### src/count_prefixed_utf8_list_decoder_unit_defines.svh
// assertion macros for the count-prefixed utf-8 list decoder
`ifndef COUNT_PREFIXED_UTF8_LIST_DECODER_UNIT_DEFINES_SVH
`define COUNT_PREFIXED_UTF8_LIST_DECODER_UNIT_DEFINES_SVH

`ifndef SYNTH

// same-cycle implication, sampled on clk, off during reset
`define CPUD_ASSERT_IMP(name, ante, cons) \
    name: assert property (@(posedge clk) disable iff (!rst_n) (ante) |-> (cons)) \
        else $error("cpud check failed");

// next-cycle implication, sampled on clk, off during reset
`define CPUD_ASSERT_NEXT(name, ante, cons) \
    name: assert property (@(posedge clk) disable iff (!rst_n) (ante) |=> (cons)) \
        else $error("cpud check failed");

`else

`define CPUD_ASSERT_IMP(name, ante, cons)
`define CPUD_ASSERT_NEXT(name, ante, cons)

`endif

`endif

### src/cpud_pkg.sv
// shared constants and types for the count-prefixed utf-8 list decoder
`default_nettype none

package cpud_pkg;

    localparam int CountBits    = 20;
    localparam int ValBits      = 31;
    localparam int MaxCountBits = 20;
    localparam int LeftBits     = 3;

    localparam logic [MaxCountBits-1:0] MaxCountReset = MaxCountBits'(20000);
    localparam logic [ValBits:0] IdxMask = (ValBits+1)'((64'd1 << CountBits) - 64'd1);

    // lead byte class boundaries
    localparam logic [7:0] LeadAsciiTop = 8'h80;
    localparam logic [7:0] LeadTwo      = 8'hC0;
    localparam logic [7:0] LeadThree    = 8'hE0;
    localparam logic [7:0] LeadFour     = 8'hF0;
    localparam logic [7:0] LeadFive     = 8'hF8;
    localparam logic [7:0] LeadSix      = 8'hFC;
    localparam logic [7:0] LeadBad      = 8'hFE;

    typedef logic [ValBits-1:0]      val_t;
    typedef logic [CountBits-1:0]    idx_t;
    typedef logic [MaxCountBits-1:0] cnt_t;
    typedef logic [LeftBits-1:0]     left_t;

endpackage

`default_nettype wire

### src/count_prefixed_utf8_list_decoder_unit.sv
// top level of the count-prefixed utf-8 list decoder
// usage:
//   input channel: in_valid/in_ready carry one byte beat (byte_in, field_end)
//   output channel: out_valid/out_ready carry one result beat (value,
//   entry_index, last_entry, bad_lead, short_list, rejected)
//   config channel: cfg_valid/cfg_ready write max_count, always ready;
//   write only while no byte is in flight
//   the first utf-8 word of a field is the list length, each following word
//   is one entry; a zero byte or field_end closes the field
//   a taken byte beat goes through the input register, then is decoded into
//   the result register, from which its result leaves
//   throughput: one byte per cycle when the output is not stalled; the
//   decode state (accumulator, bytes left, index) updates in a loop between
//   the two registers; a byte with no result still passes the input stage
//   stall: while out_ready is low and a result waits, the input register
//   holds one more byte, then in_ready drops; nothing is lost or repeated
//   reset: max_count returns to 20000, the decoder waits for a count word,
//   both registers are emptied
`default_nettype none
`include "count_prefixed_utf8_list_decoder_unit_defines.svh"

module count_prefixed_utf8_list_decoder_unit (
    input  wire logic                             clk,
    input  wire logic                             rst_n,
    // byte beats
    input  wire logic                             in_valid,
    output logic                                  in_ready,
    input  wire logic [7:0]                       byte_in,
    input  wire logic                             field_end,
    // result beats
    output logic                                  out_valid,
    input  wire logic                             out_ready,
    output logic [cpud_pkg::ValBits-1:0]          value,
    output logic [cpud_pkg::CountBits-1:0]        entry_index,
    output logic                                  last_entry,
    output logic                                  bad_lead,
    output logic                                  short_list,
    output logic                                  rejected,
    // max_count write
    input  wire logic                             cfg_valid,
    output logic                                  cfg_ready,
    input  wire logic [cpud_pkg::MaxCountBits-1:0] max_count
);

    typedef enum logic [1:0] {
        ST_COUNT,
        ST_LIST,
        ST_DONE
    } phase_t;

    // state and registers
    phase_t               phase_reg, phase_next;
    cpud_pkg::left_t      bytes_left_reg, bytes_left_next;
    cpud_pkg::val_t       acc_reg, acc_next;
    cpud_pkg::idx_t       list_length_reg, list_length_next;
    cpud_pkg::idx_t       next_index_reg, next_index_next;
    cpud_pkg::cnt_t       max_count_reg, max_count_next;

    // input stage
    logic                 in_valid_reg, in_valid_next;
    logic [7:0]           byte_reg, byte_next;
    logic                 fe_reg, fe_next;

    // result stage
    logic                 out_valid_reg, out_valid_next;
    cpud_pkg::val_t       value_reg, value_next;
    cpud_pkg::idx_t       index_reg, index_next;
    logic                 last_reg, last_next;
    logic                 bad_reg, bad_next;
    logic                 short_reg, short_next;
    logic                 rej_reg, rej_next;

    // decode scratch
    logic                 proc_go;
    logic                 emit;
    logic                 word_done;
    logic                 bad;
    cpud_pkg::val_t       word;
    cpud_pkg::val_t       acc_shift;
    logic [cpud_pkg::CountBits:0] idx_inc;
    logic                 is_last;
    logic                 count_bad;

    // the input register drains when the result register can take a beat
    assign proc_go   = in_valid_reg && (!out_valid_reg || out_ready);
    assign in_ready  = !in_valid_reg || proc_go;
    assign cfg_ready = 1'b1;

    assign acc_shift = {acc_reg[cpud_pkg::ValBits-7:0], byte_reg[5:0]};
    assign idx_inc   = {1'b0, next_index_reg} + 1'b1;
    assign is_last   = idx_inc >= {1'b0, list_length_reg};

    always_comb
    begin
        phase_next       = phase_reg;
        bytes_left_next  = bytes_left_reg;
        acc_next         = acc_reg;
        list_length_next = list_length_reg;
        next_index_next  = next_index_reg;
        max_count_next   = max_count_reg;

        in_valid_next    = in_valid_reg;
        byte_next        = byte_reg;
        fe_next          = fe_reg;

        out_valid_next   = out_valid_reg;
        value_next       = value_reg;
        index_next       = index_reg;
        last_next        = last_reg;
        bad_next         = bad_reg;
        short_next       = short_reg;
        rej_next         = rej_reg;

        emit             = 1'b0;
        word_done        = 1'b0;
        bad              = 1'b0;
        word             = '0;
        count_bad        = 1'b0;

        if (cfg_valid && cfg_ready)
        begin
            max_count_next = max_count;
        end

        // result register drains on a taken beat
        if (out_valid_reg && out_ready)
        begin
            out_valid_next = 1'b0;
        end

        if (proc_go)
        begin
            // defaults for a result carrying no entry
            value_next = '0;
            index_next = '0;
            last_next  = 1'b1;
            bad_next   = 1'b0;
            short_next = 1'b0;
            rej_next   = 1'b0;

            if (phase_reg == ST_DONE)
            begin
                // trailing bytes are dropped until the field closes
            end
            else if (byte_reg == 8'h00)
            begin
                // zero byte closes the field, partial word dropped
                if (phase_reg == ST_COUNT)
                begin
                    if (bytes_left_reg != '0)
                    begin
                        emit     = 1'b1;
                        rej_next = 1'b1;
                    end
                end
                else
                begin
                    emit       = 1'b1;
                    index_next = next_index_reg;
                    short_next = 1'b1;
                end
            end
            else
            begin
                if (bytes_left_reg == '0)
                begin
                    // lead byte
                    if (byte_reg < cpud_pkg::LeadAsciiTop)
                    begin
                        word      = cpud_pkg::ValBits'(byte_reg);
                        word_done = 1'b1;
                    end
                    else if (byte_reg < cpud_pkg::LeadTwo || byte_reg >= cpud_pkg::LeadBad)
                    begin
                        bad       = 1'b1;
                        word_done = 1'b1;
                    end
                    else if (byte_reg < cpud_pkg::LeadThree)
                    begin
                        acc_next        = cpud_pkg::ValBits'(byte_reg[4:0]);
                        bytes_left_next = cpud_pkg::LeftBits'(1);
                    end
                    else if (byte_reg < cpud_pkg::LeadFour)
                    begin
                        acc_next        = cpud_pkg::ValBits'(byte_reg[3:0]);
                        bytes_left_next = cpud_pkg::LeftBits'(2);
                    end
                    else if (byte_reg < cpud_pkg::LeadFive)
                    begin
                        acc_next        = cpud_pkg::ValBits'(byte_reg[2:0]);
                        bytes_left_next = cpud_pkg::LeftBits'(3);
                    end
                    else if (byte_reg < cpud_pkg::LeadSix)
                    begin
                        acc_next        = cpud_pkg::ValBits'(byte_reg[1:0]);
                        bytes_left_next = cpud_pkg::LeftBits'(4);
                    end
                    else
                    begin
                        acc_next        = cpud_pkg::ValBits'(byte_reg[0]);
                        bytes_left_next = cpud_pkg::LeftBits'(5);
                    end
                end
                else
                begin
                    // continuation byte, low six bits taken unchecked
                    acc_next        = acc_shift;
                    bytes_left_next = bytes_left_reg - 1'b1;
                    if (bytes_left_reg == cpud_pkg::LeftBits'(1))
                    begin
                        word      = acc_shift;
                        word_done = 1'b1;
                    end
                end

                if (word_done)
                begin
                    acc_next = '0;
                    if (phase_reg == ST_COUNT)
                    begin
                        count_bad = (word == '0)
                            || (word > {{(cpud_pkg::ValBits-cpud_pkg::MaxCountBits){1'b0}},
                                        max_count_reg})
                            || ({1'b0, word} > cpud_pkg::IdxMask);
                        if (count_bad)
                        begin
                            emit       = 1'b1;
                            bad_next   = bad;
                            rej_next   = 1'b1;
                            phase_next = ST_DONE;
                        end
                        else
                        begin
                            list_length_next = word[cpud_pkg::CountBits-1:0];
                            next_index_next  = '0;
                            phase_next       = ST_LIST;
                            if (fe_reg)
                            begin
                                emit       = 1'b1;
                                short_next = 1'b1;
                            end
                        end
                    end
                    else
                    begin
                        emit            = 1'b1;
                        value_next      = word;
                        index_next      = next_index_reg;
                        last_next       = is_last || fe_reg;
                        bad_next        = bad;
                        short_next      = !is_last && fe_reg;
                        next_index_next = idx_inc[cpud_pkg::CountBits-1:0];
                        if (is_last)
                        begin
                            phase_next = ST_DONE;
                        end
                    end
                end
                else if (fe_reg)
                begin
                    // field closed inside a word
                    emit = 1'b1;
                    if (phase_reg == ST_COUNT)
                    begin
                        rej_next = 1'b1;
                    end
                    else
                    begin
                        index_next = next_index_reg;
                        short_next = 1'b1;
                    end
                end
            end

            // end of field returns the decoder to the count phase
            if (byte_reg == 8'h00 || fe_reg)
            begin
                phase_next       = ST_COUNT;
                bytes_left_next  = '0;
                acc_next         = '0;
                list_length_next = '0;
                next_index_next  = '0;
            end

            out_valid_next = emit;
            in_valid_next  = 1'b0;
        end

        if (in_valid && in_ready)
        begin
            in_valid_next = 1'b1;
            byte_next     = byte_in;
            fe_next       = field_end;
        end
    end

    always_ff @(posedge clk or negedge rst_n)
    begin
        if (!rst_n)
        begin
            phase_reg       <= ST_COUNT;
            bytes_left_reg  <= '0;
            acc_reg         <= '0;
            list_length_reg <= '0;
            next_index_reg  <= '0;
            max_count_reg   <= cpud_pkg::MaxCountReset;
            in_valid_reg    <= 1'b0;
            byte_reg        <= '0;
            fe_reg          <= 1'b0;
            out_valid_reg   <= 1'b0;
            value_reg       <= '0;
            index_reg       <= '0;
            last_reg        <= 1'b0;
            bad_reg         <= 1'b0;
            short_reg       <= 1'b0;
            rej_reg         <= 1'b0;
        end
        else
        begin
            phase_reg       <= phase_next;
            bytes_left_reg  <= bytes_left_next;
            acc_reg         <= acc_next;
            list_length_reg <= list_length_next;
            next_index_reg  <= next_index_next;
            max_count_reg   <= max_count_next;
            in_valid_reg    <= in_valid_next;
            byte_reg        <= byte_next;
            fe_reg          <= fe_next;
            out_valid_reg   <= out_valid_next;
            value_reg       <= value_next;
            index_reg       <= index_next;
            last_reg        <= last_next;
            bad_reg         <= bad_next;
            short_reg       <= short_next;
            rej_reg         <= rej_next;
        end
    end

    assign out_valid   = out_valid_reg;
    assign value       = value_reg;
    assign entry_index = index_reg;
    assign last_entry  = last_reg;
    assign bad_lead    = bad_reg;
    assign short_list  = short_reg;
    assign rejected    = rej_reg;

    // checks
    `CPUD_ASSERT_IMP(a_no_entry_result, out_valid_reg && rej_reg, last_reg && value_reg == '0)
    `CPUD_ASSERT_IMP(a_flags_exclusive, out_valid_reg, !(rej_reg && short_reg))
    `CPUD_ASSERT_IMP(a_no_word_when_done, bytes_left_reg != '0, phase_reg != ST_DONE)
    `CPUD_ASSERT_IMP(a_list_in_range, phase_reg == ST_LIST,
        list_length_reg != '0 && next_index_reg < list_length_reg)
    `CPUD_ASSERT_IMP(a_left_bound, 1'b1, bytes_left_reg <= cpud_pkg::LeftBits'(5))

endmodule

`default_nettype wire
### config.mk
export PLATFORM = sky130hd
export DESIGN_NAME = count_prefixed_utf8_list_decoder_unit
export DESIGN_NICKNAME = d
export VERILOG_FILES = /design/src/cpud_pkg.sv /design/src/count_prefixed_utf8_list_decoder_unit.sv
export VERILOG_INCLUDE_DIRS = /design/src /design/src/src
export SDC_FILE = /design/constraint.sdc
export NUM_CORES = 1
export LEC_CHECK = 0
export BUFFER_PORTS_ARGS = -buffer_cell sky130_fd_sc_hd__buf_2
export CAP_MARGIN = 25
export CORE_UTILIZATION = 55
export DETAILED_ROUTE_END_ITERATION = 8
export GPL_TIMING_DRIVEN = 0
export MAX_ROUTING_LAYER = met4
export PLACE_DENSITY = 0.79
export SYNTH_ARGS = -nofsm -noshare
export SYNTH_HDL_FRONTEND = slang
export SYNTH_SLANG_ARGS = --single-unit
export TNS_END_PERCENT = 10
### constraint.sdc
create_clock -name clk -period 4.5 [get_ports clk]
set_clock_uncertainty 0.05 [all_clocks]
set_input_delay 0.45 -clock clk [delete_from_list [all_inputs] [get_ports clk]]
set_output_delay 0.45 -clock clk [all_outputs]
set_load 0.02 [all_outputs]
==> run_summary.xml, run 1 <==
<?xml version="1.0" encoding="UTF-8"?>
<metrics>
  <group name="layout">
    <metric name="finalInstanceArea" unit="um^2">9060</metric>
    <metric name="final_cell_count_no_fill" unit="">1013</metric>
    <metric name="layout-drive-gt1-share" unit="%">20.3</metric>
    <metric name="number_of_flip_flops_in_the_largest_register" unit="">31</metric>
    <metric name="layout.nets" unit="">899</metric>
    <metric name="layout.core_utilization" unit="%">67.4</metric>
    <metric name="num_antenna_cells" unit="">0</metric>
    <metric name="area_delta_synth_final" unit="%">17.2</metric>
  </group>
  <group name="clock_tree">
    <metric name="ctsLongestPathBuffers" unit="">2</metric>
    <metric name="cts_num_sinks" unit="">156</metric>
    <metric name="cts_hold_buffers" unit="">0</metric>
    <metric name="cts_tree" unit="">built</metric>
    <metric name="htree_num_levels" unit="">4</metric>
    <metric name="worst_skew_pair.late_latency" unit="ns">0.43</metric>
    <metric name="clkTransAtPathRegs" unit="ns">0.06</metric>
    <metric name="post-cts-setup-buffers" unit="">0</metric>
    <metric name="cts-root-buf" unit="">sky130_fd_sc_hd__clkbuf_16</metric>
    <metric name="cts-buffers-inserted" unit="">17</metric>
    <metric name="post_cts_resized" unit="">0</metric>
  </group>
  <group name="synthesis">
    <metric name="synth_commonest_cells" unit="">sky130_fd_sc_hd__dfrtp_1 (151), sky130_fd_sc_hd__a22o_1 (99), sky130_fd_sc_hd__nand2_1 (61), sky130_fd_sc_hd__inv_1 (41), sky130_fd_sc_hd__ha_1 (40)</metric>
    <metric name="yosys.cell_types.count" unit="">68</metric>
    <metric name="ys_seq_elements" unit="">156</metric>
    <metric name="synth_area_leader_cell" unit="">sky130_fd_sc_hd__dfrtp_1</metric>
    <metric name="post-synth-top-count-cell" unit="">sky130_fd_sc_hd__dfrtp_1</metric>
    <metric name="yosysWarnings" unit="">0</metric>
    <metric name="top_cells_by_area_in_the_synthesized_netlist" unit="">sky130_fd_sc_hd__dfrtp_1 (49%), sky130_fd_sc_hd__a22o_1 (11%), sky130_fd_sc_hd__ha_1 (6.5%)</metric>
    <metric name="synth_top_cell_area_share" unit="%">48.9</metric>
    <metric name="synth-async-reset-ratio" unit="%">100</metric>
    <metric name="synth_edf_count" unit="">0</metric>
    <metric name="postSynthCellCount" unit="">715</metric>
    <metric name="syn-mean-instance-area" unit="um^2">10.8</metric>
    <metric name="synth.yosys.seq_area_share" unit="%">50.6</metric>
    <metric name="synth_area" unit="um^2">7730</metric>
    <metric name="synthFlopType" unit="">sky130_fd_sc_hd__dfrtp_1</metric>
    <metric name="postSynthNetCount" unit="">789</metric>
  </group>
  <group name="global_route">
    <metric name="grt_pass1_vias" unit="">6288</metric>
    <metric name="grt_pass1_wl" unit="um">32200</metric>
    <metric name="met1_usage" unit="%">39.2</metric>
    <metric name="grtUsageMet2" unit="%">46.9</metric>
    <metric name="antenna_found_initial" unit="">0</metric>
    <metric name="grt.overflow.total" unit="">0</metric>
    <metric name="grt_usage" unit="%">29.9</metric>
    <metric name="grt_start_max_net_pins" unit="">92</metric>
    <metric name="gr-max-usage-layer" unit="">met2</metric>
    <metric name="groute.layer.met3.usage" unit="%">5.71</metric>
  </group>
  <group name="power">
    <metric name="power_density" unit="nW/um^2">527</metric>
    <metric name="leakage" unit="nW">4.44</metric>
    <metric name="vdd_ir_drop_max" unit="mV">0.331</metric>
  </group>
  <group name="floorplanning">
    <metric name="total_core_area" unit="um^2">13500</metric>
    <metric name="floorplan.die_area" unit="um^2">14500</metric>
    <metric name="die_width" unit="um">121</metric>
    <metric name="io-pin-count" unit="">92</metric>
    <metric name="die_height" unit="um">121</metric>
    <metric name="start_util" unit="%">57.5</metric>
    <metric name="num_rows" unit="">42</metric>
  </group>
  <group name="place">
    <metric name="placed_area" unit="um^2">8430</metric>
    <metric name="numPortBuffers" unit="">89</metric>
    <metric name="placed_cells" unit="">981</metric>
    <metric name="routabilityCongestion" unit="">0.920</metric>
    <metric name="post-dp-hpwl" unit="um">14300</metric>
  </group>
  <group name="sta">
    <metric name="final_worst_path_period_need" unit="ns">4.14</metric>
    <metric name="period_share" unit="%">92.0</metric>
    <metric name="timing.final.setup_violations" unit="">0</metric>
    <metric name="final-hold-violation-count" unit="">0</metric>
    <metric name="rsz0062_at_grt" unit="">false</metric>
    <metric name="tightest_slew" unit="ns">0.997</metric>
    <metric name="slew_viol_final" unit="">0</metric>
    <metric name="relSlewSlack" unit="%">33.3</metric>
    <metric name="fmax" unit="MHz">242</metric>
    <metric name="tns" unit="ns">0</metric>
  </group>
  <group name="detailed_routing">
    <metric name="post-route-drc-count" unit="">0</metric>
    <metric name="drt_iter0_markers" unit="">431</metric>
    <metric name="vias" unit="">6186</metric>
    <metric name="routed_wire_length_per_instance" unit="um">19.3</metric>
    <metric name="final_antenna_net_count" unit="">0</metric>
    <metric name="average_vias_per_placed_instance" unit="">6.11</metric>
    <metric name="wl" unit="um">19500</metric>
    <metric name="detailedRoute.firstPassIterationCount" unit="">5</metric>
  </group>
  <group name="critical_path">
    <metric name="setup.worst_path.class" unit="">flop to flop</metric>
    <metric name="worstPathRequired" unit="ns">4.81</metric>
    <metric name="endpoint_kind" unit="">flop</metric>
    <metric name="timing.rr.end" unit="">list_length_reg[17]</metric>
    <metric name="timing.reg2reg.worst_path_depth" unit="">16</metric>
    <metric name="crit_end" unit="">list_length_reg[17]</metric>
    <metric name="critical_path.reg2reg.startpoint" unit="">bytes_left_reg[1]</metric>
    <metric name="worstPathArrival" unit="ns">4.45</metric>
    <metric name="rrSetupSlack" unit="ns">0.36</metric>
    <metric name="critical_path.startpoint" unit="">bytes_left_reg[1]</metric>
    <metric name="path_max_fanout" unit="">10</metric>
    <metric name="start_kind" unit="">flop</metric>
  </group>
  <group name="worst_hold_path">
    <metric name="hold_class" unit="">primary input to async pin</metric>
  </group>
  <group name="run_status">
    <metric name="run_status" unit="">finished clean</metric>
  </group>
  <group name="run">
    <metric name="maxCapViolations" unit="">0</metric>
  </group>
</metrics>
[cell families (layout without fill, tap and decap cells)]
family	Yosys count	in the layout	synth area share [%]
compound gates	216	216	21.1
fa+ha+maj	40	40	6.47
other cells	1	1	0.0485
flops	156	156	50.6
xor+xnor	19	19	2.15
simple gates	191	191	13.2
buf+inv	78	200	4.35
mux	14	14	2.04
[critical path, cell delays in order, from the launching register on]
cell	delay (ns)
sky130_fd_sc_hd__dfrtp_1	0.37
sky130_fd_sc_hd__inv_1	0.09
sky130_fd_sc_hd__ha_1	0.24
sky130_fd_sc_hd__nor3b_2	0.30
sky130_fd_sc_hd__buf_2	0.28
sky130_fd_sc_hd__clkbuf_2	0.24
sky130_fd_sc_hd__and2_1	0.26
sky130_fd_sc_hd__ha_1	0.29
sky130_fd_sc_hd__a21oi_1	0.17
sky130_fd_sc_hd__o21a_1	0.21
sky130_fd_sc_hd__nor4b_1	0.32
sky130_fd_sc_hd__a211oi_2	0.09
sky130_fd_sc_hd__a211oi_4	0.35
sky130_fd_sc_hd__nor2_2	0.16
sky130_fd_sc_hd__nor3_4	0.24
sky130_fd_sc_hd__buf_4	0.23
sky130_fd_sc_hd__a22o_1	0.16
[through the flow]
stage | setup slack (ns) | total power (W) | hold slack [ns]
after floorplan | 0.921 | 0.00274 | 0.104
after global placement | 0.292 | 0.00317 | 0.408
after detailed placement | 0.227 | 0.00323 | 0.404
after CTS | 0.202 | 0.00477 | 0.0761
after global routing | 0.0450 | 0.00503 | 0.108
final | 0.362 | 0.00478 | 0.0506
[where the power goes]
| part | internal [W] | total [W] | switching [W] | leakage [nW] |
|---|---|---|---|---|
| registers | 0.00156 | 0.00169 | 0.000135 | 2.09 |
| logic | 0.000543 | 0.00157 | 0.00102 | 2.04 |
| clock network | 0.000950 | 0.00152 | 0.000573 | 0.308 |
[final cells by class]
class,instances,area [um^2]
buffer,37,184
clock buffer,19,453
sequential,156,3910
inverter,41,154
timing repair buffer,91,487
fill,1041,4390
clock inverter,12,170
multi-input combinational,481,3480
tap,176,220
[per-layer routing]
metal | part of all wire, % | vias up | wire [um]
met2 | 48 | 205 | 9440
met3 | 5.0 | 33 | 975
met5 | 0 | - | 0
met1 | 45 | 3106 | 8780
li1 | - | 2842 | -
met4 | 1.7 | 0 | 336
[cells in the final DEF, fill, tap and decap left out, types with 10 or more instances in the layout]
| cell type | instances |
|---|---|
| sky130_fd_sc_hd__xnor2_1 | 10 |
| sky130_fd_sc_hd__and2_1 | 16 |
| sky130_fd_sc_hd__o21ai_0 | 29 |
| sky130_fd_sc_hd__nand3_1 | 10 |
| sky130_fd_sc_hd__a22o_1 | 99 |
| sky130_fd_sc_hd__nand2_1 | 61 |
| sky130_fd_sc_hd__ha_1 | 40 |
| sky130_fd_sc_hd__clkbuf_1 | 27 |
| sky130_fd_sc_hd__o21ai_1 | 12 |
| sky130_fd_sc_hd__nor2_1 | 28 |
| sky130_fd_sc_hd__mux2_2 | 14 |
| sky130_fd_sc_hd__inv_1 | 41 |
| sky130_fd_sc_hd__buf_2 | 89 |
| sky130_fd_sc_hd__dfrtp_1 | 151 |
| sky130_fd_sc_hd__clkbuf_16 | 17 |
| sky130_fd_sc_hd__a21oi_1 | 32 |
[how the worst min path moves through the flow]
stage / to / slack [ns]
6_report: value[22] / 0.05
4_1_cts: value[22] / 0.08
5_1_grt: value[28] / 0.11
3_3_place_gp: rejected / 0.41
3_5_place_dp: rejected / 0.40
2_1_floorplan: acc_reg[0] / 0.10
No activity file was read; power rests on OpenSTA's default activity.
==> inputs of run 2 (changes only) <==
--- a/config.mk
+++ b/config.mk
@@ -11,7 +11,6 @@
 export CORE_UTILIZATION = 55
 export DETAILED_ROUTE_END_ITERATION = 8
 export GPL_TIMING_DRIVEN = 0
-export MAX_ROUTING_LAYER = met4
 export PLACE_DENSITY = 0.79
 export SYNTH_ARGS = -nofsm -noshare
 export SYNTH_HDL_FRONTEND = slang
==> run 2 against run 1 <==
Combinational power barely moved. Sequential share of layout area up 0.17 points. Largest cell class unchanged. Sequential cell count is the same.
==> run_summary.xml, run 2 (synthesis gave the netlist of run 1 again) <==
<?xml version="1.0" encoding="UTF-8"?>
<metrics>
  <group name="critical_path">
    <metric name="crit_path_max_incr_delay" unit="ns">0.42</metric>
    <metric name="endpoint_kind" unit="">flop</metric>
    <metric name="crit_chain" unit="">inv_1, ha_1, nor3b_2, buf_2, clkbuf_2, and2_1, ha_1, a21oi_1, o21a_1, nor4b_1, a211oi_2, a211oi_4, o21ai_2, a21o_1, buf_6, a22o_1</metric>
    <metric name="path_max_fanout" unit="">10</metric>
    <metric name="crit_path_top_cell_by_count" unit="">sky130_fd_sc_hd__ha_1</metric>
    <metric name="worstPathRequired" unit="ns">4.77</metric>
    <metric name="start_kind" unit="">flop</metric>
    <metric name="timing.reg2reg.worst_path_depth" unit="">16</metric>
    <metric name="worstPathArrival" unit="ns">4.52</metric>
    <metric name="cell_class_contributing_the_biggest_share_of_worst_path_delay" unit="">compound AO/OA/AOI/OAI gates</metric>
    <metric name="timing.rr.end" unit="">list_length_reg[13]</metric>
    <metric name="setup.worst_path.class" unit="">flop to flop</metric>
    <metric name="rrSetupSlack" unit="ns">0.25</metric>
    <metric name="critical_path.reg2reg.startpoint" unit="">bytes_left_reg[1]</metric>
    <metric name="timing.critical_path.slowest_stage_cell" unit="">sky130_fd_sc_hd__a211oi_4</metric>
    <metric name="critPathBufInv" unit="">4</metric>
  </group>
  <group name="detailed_routing">
    <metric name="drt_iter0_markers" unit="">578</metric>
    <metric name="post-route-drc-count" unit="">0</metric>
    <metric name="final_antenna_net_count" unit="">0</metric>
    <metric name="average_vias_per_placed_instance" unit="">6.17</metric>
    <metric name="vias" unit="">6261</metric>
    <metric name="routed_wire_length_per_instance" unit="um">19.0</metric>
    <metric name="detailedRoute.firstPassIterationCount" unit="">7</metric>
    <metric name="wl" unit="um">19200</metric>
  </group>
  <group name="layout">
    <metric name="final_cell_count_no_fill" unit="">1014</metric>
    <metric name="layout-drive-gt1-share" unit="%">20.4</metric>
    <metric name="layout_commonest_cell" unit="">sky130_fd_sc_hd__dfrtp_1</metric>
    <metric name="area_delta_synth_final" unit="%">16.8</metric>
    <metric name="num_antenna_cells" unit="">0</metric>
    <metric name="layout.nets" unit="">899</metric>
    <metric name="number_of_flip_flops_in_the_largest_register" unit="">31</metric>
    <metric name="mostFrequentLayoutCells" unit="">sky130_fd_sc_hd__dfrtp_1 (151), sky130_fd_sc_hd__a22o_1 (99), sky130_fd_sc_hd__buf_2 (89)</metric>
  </group>
  <group name="global_route">
    <metric name="grt_pass1_vias" unit="">6218</metric>
    <metric name="grt.overflow.total" unit="">0</metric>
    <metric name="antenna_found_initial" unit="">0</metric>
    <metric name="grt_start_max_net_pins" unit="">90</metric>
    <metric name="grt_pass1_wl" unit="um">31400</metric>
    <metric name="grt_usage" unit="%">28.3</metric>
  </group>
  <group name="sta">
    <metric name="final-hold-violation-count" unit="">0</metric>
    <metric name="postLayoutSetupSlackWorst" unit="ns">0.247</metric>
    <metric name="fmax" unit="MHz">235</metric>
    <metric name="rsz0062_at_grt" unit="">false</metric>
    <metric name="tightest_slew" unit="ns">0.873</metric>
    <metric name="tns" unit="ns">0</metric>
    <metric name="fin_worst_hold_slack" unit="ns">0.0404</metric>
    <metric name="period_share" unit="%">94.5</metric>
    <metric name="timing.final.setup_violations" unit="">0</metric>
    <metric name="relSlewSlack" unit="%">41.6</metric>
    <metric name="slew_viol_final" unit="">0</metric>
    <metric name="final_worst_path_period_need" unit="ns">4.25</metric>
  </group>
  <group name="power">
    <metric name="p_int" unit="W">0.00292</metric>
    <metric name="switching_share" unit="%">37.5</metric>
    <metric name="power.share.sequential" unit="%">36.3</metric>
    <metric name="switchingPower" unit="W">0.00175</metric>
    <metric name="power_density" unit="nW/um^2">517</metric>
    <metric name="power.clock.fraction" unit="%">30.8</metric>
    <metric name="vdd_ir_drop_max" unit="mV">0.308</metric>
    <metric name="leakage" unit="nW">4.41</metric>
    <metric name="combinational_share_of_power" unit="%">33.0</metric>
  </group>
  <group name="clock_tree">
    <metric name="cts_num_sinks" unit="">156</metric>
    <metric name="worst_skew_pair.late_latency" unit="ns">0.43</metric>
    <metric name="post_cts_resized" unit="">0</metric>
    <metric name="cts-buffers-inserted" unit="">17</metric>
    <metric name="cts_tree" unit="">built</metric>
    <metric name="cts-root-buf" unit="">sky130_fd_sc_hd__clkbuf_16</metric>
    <metric name="cts_hold_buffers" unit="">0</metric>
    <metric name="post-cts-setup-buffers" unit="">0</metric>
    <metric name="htree_num_levels" unit="">4</metric>
    <metric name="ctsLongestPathBuffers" unit="">2</metric>
    <metric name="clkTransAtPathRegs" unit="ns">0.06</metric>
  </group>
  <group name="floorplanning">
    <metric name="die_width" unit="um">121</metric>
    <metric name="io-pin-count" unit="">92</metric>
    <metric name="num_rows" unit="">42</metric>
    <metric name="die_height" unit="um">121</metric>
    <metric name="floorplan.die_area" unit="um^2">14500</metric>
    <metric name="start_util" unit="%">57.5</metric>
    <metric name="total_core_area" unit="um^2">13500</metric>
  </group>
  <group name="place">
    <metric name="pre_cts_ws" unit="ns">0.215</metric>
    <metric name="post-dp-hpwl" unit="um">14000</metric>
    <metric name="routabilityCongestion" unit="">0.931</metric>
    <metric name="numPortBuffers" unit="">89</metric>
    <metric name="placed_cells" unit="">981</metric>
  </group>
  <group name="run_status">
    <metric name="run_status" unit="">finished clean</metric>
  </group>
  <group name="run">
    <metric name="maxCapViolations" unit="">0</metric>
  </group>
  <group name="worst_hold_path">
    <metric name="hold_class" unit="">primary input to async pin</metric>
  </group>
</metrics>
run 2: worst max path at each step:
stage / to / cells after the start / from / slack [ns]
detailed placement: list_length_reg[13] / 16 / bytes_left_reg[0] / 0.22
finish: list_length_reg[13] / 16 / bytes_left_reg[1] / 0.25
CTS: next_index_reg[7] / 16 / bytes_left_reg[1] / 0.16
global route: list_length_reg[13] / 16 / bytes_left_reg[1] / 0.04
floorplan: list_length_reg[6] / 16 / bytes_left_reg[0] / 0.92
global placement: list_length_reg[15] / 16 / bytes_left_reg[0] / 0.34
run 2: through the flow:
stage	utilization, %	total power, W	cell area (um^2)
6_report	67.1	0.00467	9030
5_1_grt	67.1	0.00488	9030
4_1_cts	67.0	0.00464	9020
3_5_place_dp	62.7	0.00321	8430
3_3_place_gp	62.4	0.00315	8400
2_1_floorplan	-	0.00274	7730
run 2: routing by layer:
layer	part of all wire (%)	wire length, um	global-route usage, %
met5	0	0	0
met4	2.8	541	12.0
met3	6.3	1220	6.60
met2	47	9110	44.6
met1	44	8370	37.7
run 2: power groups by stage:
stage	Sequential, W	Clock [W]	Combinational, W
2_1_floorplan	0.00171	0	0.00103
3_3_place_gp	0.00170	0	0.00144
3_5_place_dp	0.00171	0	0.00150
4_1_cts	0.00169	0.00144	0.00151
5_1_grt	0.00171	0.00151	0.00166
6_report	0.00169	0.00144	0.00154
run 2: final cells by class:
type / instances / area, um^2
inverters: 41 / 154
repair buffers: 91 / 487
flip-flops and latches: 156 / 3910
plain buffers: 37 / 184
well taps: 176 / 220
fillers: 1051 / 4430
clock inverters: 15 / 163
multi-input cells: 481 / 3480
clock buffers: 17 / 425
==> inputs of run 3 (changes only) <==
--- a/config.mk
+++ b/config.mk
@@ -6,8 +6,9 @@
 export SDC_FILE = /design/constraint.sdc
 export NUM_CORES = 1
 export LEC_CHECK = 0
-export BUFFER_PORTS_ARGS = -buffer_cell sky130_fd_sc_hd__buf_2
-export CAP_MARGIN = 25
+export ABC_AREA = 1
+export BUFFER_PORTS_ARGS = -buffer_cell sky130_fd_sc_hd__buf_4
+export CAP_MARGIN = 20
 export CORE_UTILIZATION = 55
 export DETAILED_ROUTE_END_ITERATION = 8
 export GPL_TIMING_DRIVEN = 0
==> run 3 against run 2 <==
Sequential power shrank 4%. Critical path depth grew 9. Global-route usage shrank 0.13 points. Core utilization shrank 0.14 points. Wire length grew 8.2%. Critical path type unchanged. Largest cell class unchanged.
==> run_summary.xml, run 3 <==
<?xml version="1.0" encoding="UTF-8"?>
<metrics>
  <group name="run_status">
    <metric name="run_status" unit="">finished clean</metric>
  </group>
  <group name="clock_tree">
    <metric name="worst_skew_pair.late_latency" unit="ns">0.43</metric>
    <metric name="cts_hold_buffers" unit="">0</metric>
    <metric name="cts_tree" unit="">built</metric>
    <metric name="cts-root-buf" unit="">sky130_fd_sc_hd__clkbuf_16</metric>
    <metric name="htree_num_levels" unit="">4</metric>
    <metric name="cts_num_sinks" unit="">156</metric>
    <metric name="clkTransAtPathRegs" unit="ns">0.06</metric>
    <metric name="post-cts-setup-buffers" unit="">0</metric>
    <metric name="post_cts_resized" unit="">0</metric>
    <metric name="cts-buffers-inserted" unit="">17</metric>
    <metric name="ctsLongestPathBuffers" unit="">2</metric>
  </group>
  <group name="layout">
    <metric name="fillerInstances" unit="">1168</metric>
    <metric name="num_antenna_cells" unit="">0</metric>
    <metric name="mostFrequentLayoutCells" unit="">sky130_fd_sc_hd__nand2_1 (230), sky130_fd_sc_hd__dfrtp_1 (151), sky130_fd_sc_hd__inv_1 (117)</metric>
    <metric name="area_delta_synth_final" unit="%">18.8</metric>
    <metric name="layout.nets" unit="">1128</metric>
    <metric name="layout-drive-gt1-share" unit="%">19.5</metric>
    <metric name="layout_commonest_cell" unit="">sky130_fd_sc_hd__nand2_1</metric>
    <metric name="number_of_flip_flops_in_the_largest_register" unit="">31</metric>
  </group>
  <group name="floorplanning">
    <metric name="io-pin-count" unit="">92</metric>
    <metric name="num_rows" unit="">44</metric>
    <metric name="die_height" unit="um">124</metric>
    <metric name="total_core_area" unit="um^2">14600</metric>
    <metric name="start_util" unit="%">56.4</metric>
    <metric name="floorplan.die_area" unit="um^2">15400</metric>
    <metric name="die_width" unit="um">124</metric>
  </group>
  <group name="detailed_routing">
    <metric name="drt_iter0_markers" unit="">620</metric>
    <metric name="wl" unit="um">20800</metric>
    <metric name="average_vias_per_placed_instance" unit="">5.66</metric>
    <metric name="post-route-drc-count" unit="">0</metric>
    <metric name="detailedRoute.firstPassIterationCount" unit="">6</metric>
    <metric name="vias" unit="">7085</metric>
    <metric name="final_antenna_net_count" unit="">0</metric>
    <metric name="routed_wire_length_per_instance" unit="um">16.6</metric>
  </group>
  <group name="global_route">
    <metric name="grt_pass1_wl" unit="um">34500</metric>
    <metric name="grt_usage" unit="%">28.2</metric>
    <metric name="antenna_found_initial" unit="">0</metric>
    <metric name="grt_pass1_vias" unit="">6798</metric>
    <metric name="grt_start_max_net_pins" unit="">80</metric>
    <metric name="grt.overflow.total" unit="">0</metric>
  </group>
  <group name="synthesis">
    <metric name="synth_area_leader_cell" unit="">sky130_fd_sc_hd__dfrtp_1</metric>
    <metric name="postSynthNetCount" unit="">1019</metric>
    <metric name="post-synth-top-count-cell" unit="">sky130_fd_sc_hd__nand2_1</metric>
    <metric name="yosys-mux-area-fraction" unit="%">0.548</metric>
    <metric name="synth_top_cell_area_share" unit="%">45.9</metric>
    <metric name="synthFlopType" unit="">sky130_fd_sc_hd__dfrtp_1</metric>
    <metric name="syn-mean-instance-area" unit="um^2">8.70</metric>
    <metric name="yosysWarnings" unit="">0</metric>
    <metric name="synth_area" unit="um^2">8220</metric>
    <metric name="post_synth_xor_area_fraction" unit="%">1.60</metric>
    <metric name="top_cells_by_area_in_the_synthesized_netlist" unit="">sky130_fd_sc_hd__dfrtp_1 (46%), sky130_fd_sc_hd__nand2_1 (10%), sky130_fd_sc_hd__ha_1 (6.1%)</metric>
    <metric name="ys_seq_elements" unit="">156</metric>
    <metric name="synth-async-reset-ratio" unit="%">100</metric>
    <metric name="synth_edf_count" unit="">0</metric>
    <metric name="synth_commonest_cells" unit="">sky130_fd_sc_hd__nand2_1 (230), sky130_fd_sc_hd__dfrtp_1 (151), sky130_fd_sc_hd__inv_1 (117), sky130_fd_sc_hd__o21ai_0 (71), sky130_fd_sc_hd__nor2_1 (55)</metric>
    <metric name="synth.yosys.seq_area_share" unit="%">47.5</metric>
    <metric name="synth_adder_area_share" unit="%">6.09</metric>
    <metric name="synth_simple_gate_area_share" unit="%">20.8</metric>
    <metric name="synth_compound_gate_area_share" unit="%">15.2</metric>
    <metric name="postSynthCellCount" unit="">945</metric>
    <metric name="combinational_family_with_the_most_area_after_synthesis" unit="">simple AND/OR/NAND/NOR gates</metric>
    <metric name="yosys.cell_types.count" unit="">49</metric>
  </group>
  <group name="power">
    <metric name="power.share.sequential" unit="%">35.0</metric>
    <metric name="combinational_share_of_power" unit="%">32.7</metric>
    <metric name="switchingPower" unit="W">0.00174</metric>
    <metric name="p_int" unit="W">0.00292</metric>
    <metric name="vdd_ir_drop_max" unit="mV">0.286</metric>
    <metric name="power.clock.fraction" unit="%">32.3</metric>
    <metric name="power_density" unit="nW/um^2">477</metric>
    <metric name="leakage" unit="nW">4.84</metric>
    <metric name="switching_share" unit="%">37.3</metric>
  </group>
  <group name="critical_path">
    <metric name="worst-path-stages" unit="">25</metric>
    <metric name="path_max_fanout" unit="">10</metric>
    <metric name="critPathBufInv" unit="">4</metric>
    <metric name="timing.critical_path.slowest_stage_cell" unit="">sky130_fd_sc_hd__dfrtp_1</metric>
    <metric name="critical_path.reg2reg.startpoint" unit="">next_index_reg[0]</metric>
    <metric name="worstPathArrival" unit="ns">4.22</metric>
    <metric name="cell_class_contributing_the_biggest_share_of_worst_path_delay" unit="">simple AND/OR/NAND/NOR gates</metric>
    <metric name="worstPathRequired" unit="ns">4.77</metric>
    <metric name="timing.rr.end" unit="">list_length_reg[9]</metric>
    <metric name="start_kind" unit="">flop</metric>
    <metric name="endpoint_kind" unit="">flop</metric>
    <metric name="timing.reg2reg.worst_path_depth" unit="">25</metric>
    <metric name="rrSetupSlack" unit="ns">0.55</metric>
    <metric name="crit_path_max_incr_delay" unit="ns">0.42</metric>
    <metric name="setup.worst_path.class" unit="">flop to flop</metric>
  </group>
  <group name="place">
    <metric name="pre_cts_ws" unit="ns">0.720</metric>
    <metric name="routabilityCongestion" unit="">0.916</metric>
    <metric name="numPortBuffers" unit="">89</metric>
    <metric name="post-dp-hpwl" unit="um">15100</metric>
  </group>
  <group name="sta">
    <metric name="fin_worst_hold_slack" unit="ns">0.0144</metric>
    <metric name="period_share" unit="%">87.8</metric>
    <metric name="postLayoutSetupSlackWorst" unit="ns">0.549</metric>
    <metric name="final-hold-violation-count" unit="">0</metric>
    <metric name="slew_viol_final" unit="">0</metric>
    <metric name="timing.final.setup_violations" unit="">0</metric>
    <metric name="fmax" unit="MHz">253</metric>
    <metric name="tightest_slew" unit="ns">0.948</metric>
    <metric name="tns" unit="ns">0</metric>
    <metric name="rsz0062_at_grt" unit="">false</metric>
    <metric name="relSlewSlack" unit="%">36.5</metric>
    <metric name="final_worst_path_period_need" unit="ns">3.95</metric>
  </group>
  <group name="run">
    <metric name="maxCapViolations" unit="">0</metric>
  </group>
  <group name="worst_hold_path">
    <metric name="hold_class" unit="">primary input to async pin</metric>
  </group>
</metrics>
==> run 3: cell count changes in the layout (fill, tap and decap cells not counted), sizes merged, moves of 10 or more <==
| cell | previous run | this run |
|---|---|---|
| and2 | 16 | 1 |
| inv | 45 | 125 |
| nand2 | 61 | 237 |
| a22o | 99 | 0 |
| mux2 | 14 | 4 |
| nor2 | 30 | 64 |
| nand3 | 10 | 39 |
| o21ai | 42 | 103 |
| a32o | 9 | 28 |
| nand4 | 9 | 25 |
==> run 3: per-layer routing <==
layer | part of all wire (%) | track usage (%) | vias up | wire length (um)
li1 | - | - | 3359 | -
met1 | 45 | 39.6 | 3373 | 9300
met2 | 45 | 43.2 | 306 | 9370
met3 | 8.2 | 6.83 | 47 | 1710
met4 | 2.1 | 8.79 | 0 | 429
met5 | 0 | 0 | - | 0
==> run 3: worst max-delay path by stage <==
stage	to	slack [ns]	start
after detailed placement	list_length_reg[17]	0.72	next_index_reg[0]
after CTS	list_length_reg[12]	0.64	next_index_reg[0]
after global placement	list_length_reg[17]	0.78	next_index_reg[0]
after global routing	list_length_reg[9]	0.14	next_index_reg[0]
after floorplan	list_length_reg[6]	1.35	next_index_reg[0]
final	list_length_reg[9]	0.55	next_index_reg[0]
==> run 3: kinds of logic after synthesis <==
family,Yosys count
buffers and inverters,161
flip-flops,156
AND/OR/NAND/NOR,384
adder cells (fa/ha/maj),40
other,1
XOR/XNOR,15
AO/OA/AOI/OAI,184
multiplexers,4
==> run 3: per-stage QoR <==
step / cell area, um^2 / total power, W / utilization, % / instances
after floorplan: 8220 / 0.00267 / - / 945
after global placement: 9120 / 0.00310 / 62.5 / 1218
after detailed placement: 9150 / 0.00313 / 62.7 / 1219
after CTS: 9770 / 0.00464 / 67.0 / 1251
after global routing: 9770 / 0.00490 / 67.0 / 1251
final: 9770 / 0.00466 / 67.0 / 1251
==> run 3: power groups by stage <==
stage          Combinational [W]  Clock (W)  Sequential, W
6_report                 0.00152    0.00150        0.00163
4_1_cts                  0.00150    0.00151        0.00163
3_5_place_dp             0.00148          0        0.00165
3_3_place_gp             0.00145          0        0.00165
5_1_grt                  0.00168    0.00158        0.00164
2_1_floorplan            0.00102          0        0.00165
==> run 3: cell type report <==
cell class | count | area [um^2] | area share [%]
flip-flops and latches | 156 | 3910 | 40.0
multi-input cells | 628 | 3640 | 37.3
repair buffers | 90 | 699 | 7.16
inverters | 126 | 473 | 4.84
clock buffers | 18 | 439 | 4.50
well taps | 184 | 230 | 2.36
plain buffers | 35 | 200 | 2.05
clock inverters | 14 | 175 | 1.79
==> run 3: worst register-to-register path: stages, from the launching register on <==
cell                      delay (ns)
sky130_fd_sc_hd__dfrtp_1        0.42
sky130_fd_sc_hd__ha_1           0.21
sky130_fd_sc_hd__nand2_1        0.06
sky130_fd_sc_hd__nor2_1         0.32
sky130_fd_sc_hd__nand3_1        0.15
sky130_fd_sc_hd__nor2_1         0.11
sky130_fd_sc_hd__inv_1          0.06
sky130_fd_sc_hd__nor2_1         0.15
sky130_fd_sc_hd__inv_1          0.07
sky130_fd_sc_hd__nor2_1         0.23
sky130_fd_sc_hd__nand2_1        0.10
sky130_fd_sc_hd__xor2_1         0.14
sky130_fd_sc_hd__inv_1          0.08
sky130_fd_sc_hd__ha_1           0.32
sky130_fd_sc_hd__nand2_1        0.08
sky130_fd_sc_hd__inv_1          0.04
sky130_fd_sc_hd__nor2_1         0.09
sky130_fd_sc_hd__o21ai_0        0.08
sky130_fd_sc_hd__nand4_1        0.10
sky130_fd_sc_hd__nand2_1        0.07
sky130_fd_sc_hd__nor2_1         0.14
sky130_fd_sc_hd__nand3_1        0.17
sky130_fd_sc_hd__o21ai_1        0.33
sky130_fd_sc_hd__nor2_4         0.13
sky130_fd_sc_hd__nand2_1        0.09
sky130_fd_sc_hd__nand2_1        0.05
